$ cat config.mk
export PLATFORM = sky130hd
export DESIGN_NAME = abkf_ctrl
export DESIGN_NICKNAME = d
export VERILOG_FILES = /design/src/hw/rtl/abkf_pkg.sv /design/src/hw/rtl/abkf_ctrl.sv
export SDC_FILE = /design/constraint.sdc
export NUM_CORES = 1
export LEC_CHECK = 0
export ABC_CLOCK_PERIOD_IN_PS = 1600
export BUFFER_PORTS_ARGS = -buffer_cell sky130_fd_sc_hd__buf_2
export CORE_ASPECT_RATIO = 1.25
export CORE_MARGIN = 2
export CORE_UTILIZATION = 30
export DETAILED_ROUTE_END_ITERATION = 12
export PLACE_DENSITY_LB_ADDON = 0.15
export SLEW_MARGIN = 20
export SYNTH_ARGS = -nofsm -noshare
export SYNTH_HDL_FRONTEND = slang
export SYNTH_SLANG_ARGS = --single-unit
$ cat constraint.sdc
create_clock -name clk -period 1.6 [get_ports clk]
set_input_delay 0.08 -clock clk [delete_from_list [all_inputs] [get_ports clk]]
set_output_delay 0.08 -clock clk [all_outputs]
set_load 0.02 [all_outputs]
$ cat src/hw/rtl/abkf_pkg.sv
// Types, constants and helpers of the angle/bias Kalman filter.
// No dependencies.
package abkf_pkg;

  localparam int COV_FRAC_BITS = 30;

  localparam logic [1:0] REG_QA = 2'd0;
  localparam logic [1:0] REG_QB = 2'd1;
  localparam logic [1:0] REG_R  = 2'd2;
  localparam logic [1:0] REG_DT = 2'd3;

  localparam logic [30:0] QA_RESET = 31'd107374;
  localparam logic [30:0] QB_RESET = 31'd1073742;
  localparam logic [30:0] R_RESET  = 31'd10737418;
  localparam logic [30:0] DT_RESET = 31'd10737418;

  localparam logic signed [31:0] COV_ONE = 32'sd1 <<< COV_FRAC_BITS;

  typedef enum logic [3:0] {
    OP_PRED  = 4'd0,
    OP_P00   = 4'd1,
    OP_P01   = 4'd2,
    OP_K0E   = 4'd3,
    OP_K1E   = 4'd4,
    OP_K1P00 = 4'd5,
    OP_K0P00 = 4'd6,
    OP_K1P01 = 4'd7,
    OP_K0P01 = 4'd8
  } op_t;

  typedef struct packed {
    logic load_in;
    logic mul_go;
    logic wb;
    logic div_start;
    logic div_sel;
    logic out_load;
    op_t  op;
  } cmd_t;

  typedef struct packed {
    logic div_done;
    logic out_free;
  } stat_t;

  function automatic logic signed [31:0] sat32(input logic signed [39:0] x);
    logic signed [31:0] r;
    if (x > 40'sd2147483647) r = 32'sh7FFFFFFF;
    else if (x < -40'sd2147483648) r = 32'sh80000000;
    else r = x[31:0];
    return r;
  endfunction

endpackage

$ cat src/hw/rtl/abkf_ctrl.sv
// Sequencer of the Kalman step: issues input load, multiply, writeback, divide and output load commands.
// Uses abkf_pkg.
module abkf_ctrl (
  input  logic          clk,
  input  logic          rst,
  input  logic          in_valid,
  output logic          in_ready,
  input  abkf_pkg::stat_t stat,
  output abkf_pkg::cmd_t  cmd
);
  import abkf_pkg::*;

  typedef enum logic [5:0] {
    C_IDLE   = 6'b000001,
    C_MUL    = 6'b000010,
    C_WB     = 6'b000100,
    C_DSTART = 6'b001000,
    C_DWAIT  = 6'b010000,
    C_OUT    = 6'b100000
  } cstate_t;

  cstate_t state;
  op_t     op;
  logic    dsel;

  assign in_ready = (state == C_IDLE);

  always_comb begin
    cmd           = '0;
    cmd.op        = op;
    cmd.div_sel   = dsel;
    cmd.load_in   = (state == C_IDLE) && in_valid;
    cmd.mul_go    = (state == C_MUL);
    cmd.wb        = (state == C_WB);
    cmd.div_start = (state == C_DSTART);
    cmd.out_load  = (state == C_OUT) && stat.out_free;
  end

  always_ff @(posedge clk) begin
    if (rst) begin
      state <= C_IDLE;
      op    <= OP_PRED;
      dsel  <= 1'b0;
    end else begin
      unique case (state)
        C_IDLE: begin
          if (in_valid) begin
            op    <= OP_PRED;
            state <= C_MUL;
          end
        end
        C_MUL: state <= C_WB;
        C_WB: begin
          priority if (op == OP_P01) begin
            dsel  <= 1'b0;
            state <= C_DSTART;
          end else if (op == OP_K0P01) begin
            state <= C_OUT;
          end else begin
            op    <= op_t'(4'(op + 4'd1));
            state <= C_MUL;
          end
        end
        C_DSTART: state <= C_DWAIT;
        C_DWAIT: begin
          if (stat.div_done) begin
            if (!dsel) begin
              dsel  <= 1'b1;
              state <= C_DSTART;
            end else begin
              op    <= OP_K0E;
              state <= C_MUL;
            end
          end
        end
        C_OUT: if (stat.out_free) state <= C_IDLE;
        default: state <= C_IDLE;
      endcase
    end
  end

endmodule

==> results.md <==
- After detailed placement, the design holds a cell count of 158.
- The largest individual stage delay along the critical path comes from the cell sky130_fd_sc_hd__or4_4.
- The count of warnings emitted by yosys is 0.
- The data required time at the worst endpoint is 1520 ps.
- The leftover overflow at the end of global routing is 0.
- Counting every net in the synthesized netlist gives 99.
- The largest stage delay on the critical path is roughly 540 ps.
- The routed design could run at a clock period as short as 1790 ps.
- The proportion of register bits with asynchronous set or reset after synthesis is 0%.
- The signed area change from the synthesized netlist to the final layout is 65.1%.
- At the placement stage, the worst setup path has a slack of -115 ps.
- The pin count of the biggest net entering global routing is 15.
- The cell count of the worst reg-to-reg path is 6.
- The worst-case IR drop observed on VDD is between 0.0004 and 0.0005 V.
- The count of cells in the finished layout, fillers not included, comes to 170.
- In this run, the number of DRC markers left after iteration 0 of detailed routing was 15.
- For this run, the detailed router's first-pass iteration total came to 5.
- Once the floorplan was initialized, standard cells occupied 31.8% of the core.
- The total power density per cell area is 1100 nW/µm².
- The total CTS buffers is 3.
- The fraction of layout cells with a size suffix above 1 is approximately three fifths.
- Derived from the worst setup path, the maximum achievable clock frequency is 0.559 GHz.
- Leaving out fill and tap cells, the most frequent cell in the layout is sky130_fd_sc_hd__buf_4.
- The die outline height is about 61 µm.
- The data arrival time of the critical path is 1710 ps.
- The antenna diode count is 0.
- The total track usage is 16.7%.
- The register bit count reported by yosys is 11.
- The checks that failed: negative setup slack.
- The clock skew is roughly 9.2 ps.
- The proportion of netlist area held by the largest area contributor is 27.9%.
- Hold timing on the final database bottoms out at a slack of around 83 ps.
- The type of the worst setup path is reg -> out.
- In the synthesized netlist the dominant register cell turns out to be sky130_fd_sc_hd__dfxtp_1.
- The post-synthesis cell count is 91.
- The critical path goes through or4_4, buf_6, nor3b_2, buf_4.
- The width of the die is 49.8 µm.
- In the layout the commonest cells are 31 x sky130_fd_sc_hd__buf_4, 11 x sky130_fd_sc_hd__buf_2, 5 x sky130_fd_sc_hd__nand2_1, 5 x sky130_fd_sc_hd__nor2_1, 5 x sky130_fd_sc_hd__dfxtp_4.
- The max-cap check violation count is 0.
- The level count of the clock H-tree is 1.
- The area of the die is around 3100 µm².
- The startpoint type of the worst setup path is a register.
- The number of nets with antenna violations after routing is 0.
- The total wirelength of the detailed-routed design is around 2500 µm.
- The tightest min-delay check is of the in -> reg type.
- The maximum count of clock buffers along a single path is 2.
- The clock edge transition at the registers on the reported setup and hold paths is 90 ps.
- The worst hold path was traced through 3 stages.
- Setup violations remaining at the end of the flow were counted as 6.
- The number of different library cells used by synthesis comes to 44.
- Together, buffers and inverters on the worst path number 2.
- In this design, the largest share of critical-path delay is due to simple AND/OR/NAND/NOR gates.
- After detailed routing, the average wire length per cell comes to between 10 and 15 µm.
- The count of flip-flops with a built-in enable after synthesis is 0.
- Buffers inserted to repair hold after CTS numbered 0.
- 16 I/O pins were placed.
- The routed via count is 880.
- Setup repair after global routing could not meet its margin everywhere.
- Summing every instance area after synthesis gives 788 µm².
- The completed layout was analyzed and its total power is 0.00143 W.
- The TritonCTS clock tree is built.
- The total leakage power is roughly 0.54 nW.
- After synthesis, flip-flops and latches occupy 27.9% of the total area.
- The area inside the core boundary is 2480 µm².
- The first-pass GRT wire length is 3820 µm.
- The number of antenna violations at the first check in global routing is 0.
- The run finished, with violations left.
- In the routed layout, each cell is associated on average with a via count of 5.18.
- The root buffer cell chosen for the clock tree is sky130_fd_sc_hd__clkbuf_4.
- In this run the core area contains 20 standard-cell rows.
- Summing all placed instances gives a cell area of 1110 µm².
- At the pin with the least slew margin, the transition time is 306 ps.
- The max-slew violation count is 0.
- In this run the mean area of a mapped cell was 8.66 µm².
- The global placer's final weighted congestion is between 0.7 and 0.8.
- After routing the design area is 1300 µm².
- Port buffering added 15 buffers.
- The fraction of the cycle the final worst path needs is 112%.
- The total number of clock tree sinks is 11.
- In this run the tightest slew margin relative to its limit is 79.4%.
- The post-route DRC violation count is 0.
- The half-perimeter wire length after detailed placement is 1680 µm.
- In the post-route analysis, the smallest setup slack over all paths is -188 ps.
- The layout net count is 146.
- The critical path depth in cells is 4.
- The kind of end point of the critical path is an output port.
- The hold violation total from the final report came to 0.
- The number of global-route vias before repair is 834.
- The cell type contributing the most total cell area after synthesis is sky130_fd_sc_hd__dfxtp_1.
- The maximum fanout along the worst path is 6.
- Yosys attributes the largest share of cell area to sky130_fd_sc_hd__dfxtp_1 28%, sky130_fd_sc_hd__ha_1 4.8%, sky130_fd_sc_hd__nor2b_1 3.2%, sky130_fd_sc_hd__nor4b_4 3.0%, sky130_fd_sc_hd__mux2_1 2.9%.
- The clock insertion delay at the later pin of the skew report is approximately 280 ps.
[metrics by stage]
step | utilization, % | setup TNS [ps]
after global placement | 44.7 | -357
after detailed placement | 44.7 | -459
after CTS | 49.5 | -396
final | 52.5 | -492
after global routing | 52.5 | -935
after floorplan | - | -152
[per-layer routing]
layer / vias up / track usage (%) / routed length (µm)
li1: 437 / - / -
met1: 417 / 17.7 / 1020
met2: 24 / 33.3 / 1340
met3: 2 / 2.18 / 91
met4: 0 / 7.14 / 20
met5: - / 0 / 0
[what timing repair did]
item | CTS | global route
resized for setup | 22 | 9
setup endpoints to repair | 13 | 11
pin swaps | 4 | 5
buffers inserted | 3 | 5
[worst register-to-register path: stages, from the launching register on]
cell and delay, ps:
sky130_fd_sc_hd__dfxtp_4 390, sky130_fd_sc_hd__inv_4 40, sky130_fd_sc_hd__ha_4 160, sky130_fd_sc_hd__mux2i_4 160
sky130_fd_sc_hd__o211ai_2 130, sky130_fd_sc_hd__a221o_1 400, sky130_fd_sc_hd__mux2_4 320
[cell families (layout without fill, tap and decap cells)]
family                   count (synthesis)  in the layout  share of synthesized area (%)
AO/OA/AOI/OAI                           24             24                           24.0
adder cells (fa/ha/maj)                  3              3                           4.76
buffers and inverters                    9             55                           4.76
flip-flops                              11             11                           27.9
multiplexers                             3              3                           4.13
AND/OR/NAND/NOR                         41             41                           34.4
[power breakdown]
group / internal (W) / switching (W)
sequential: 0.000303 / 0.0000524
clock: 0.0000965 / 0.000109
combinational: 0.000495 / 0.000372
[cell type report]
| cell class | instances | area (µm²) |
|---|---|---|
| Tap cell | 33 | 41.3 |
| Clock buffer | 4 | 26.3 |
| Sequential cell | 11 | 243 |
| Inverter | 4 | 20.0 |
| Multi-Input combinational cell | 71 | 633 |
| Fill cell | 237 | 1180 |
| Timing Repair Buffer | 47 | 338 |
[sequential cells by signal (all words and copies together), names as in the netlist]
register / count
state: 6
op: 4
dsel: 1
[synthesized netlist by cell type, types with 2 or more instances]
master and count:
sky130_fd_sc_hd__and2_1 2, sky130_fd_sc_hd__nor2b_1 4, sky130_fd_sc_hd__a21oi_1 4, sky130_fd_sc_hd__nand3_1 4, sky130_fd_sc_hd__ha_1 3, sky130_fd_sc_hd__inv_1 4
sky130_fd_sc_hd__clkbuf_1 4, sky130_fd_sc_hd__nand2b_1 2, sky130_fd_sc_hd__dfxtp_1 11, sky130_fd_sc_hd__o21a_1 2, sky130_fd_sc_hd__nor2_1 6, sky130_fd_sc_hd__nor3b_1 3
sky130_fd_sc_hd__nor3_1 3, sky130_fd_sc_hd__nor4_1 2, sky130_fd_sc_hd__nand2_1 6, sky130_fd_sc_hd__and3_1 2, sky130_fd_sc_hd__mux2_1 2
[path summary, 6_finish.rpt]
check,from,end,slack (ps)
min reg2reg,dsel$_SDFFE_PP0P_,dsel$_SDFFE_PP0P_,500
min,stat[1],dsel$_SDFFE_PP0P_,80
max,state[4]$_SDFFE_PP0P_,cmd[8],-190
max reg2reg,op[1]$_SDFFE_PP0P_,op[0]$_SDFFE_PP0P_,-100
No activity file was read; power rests on OpenSTA's default activity.
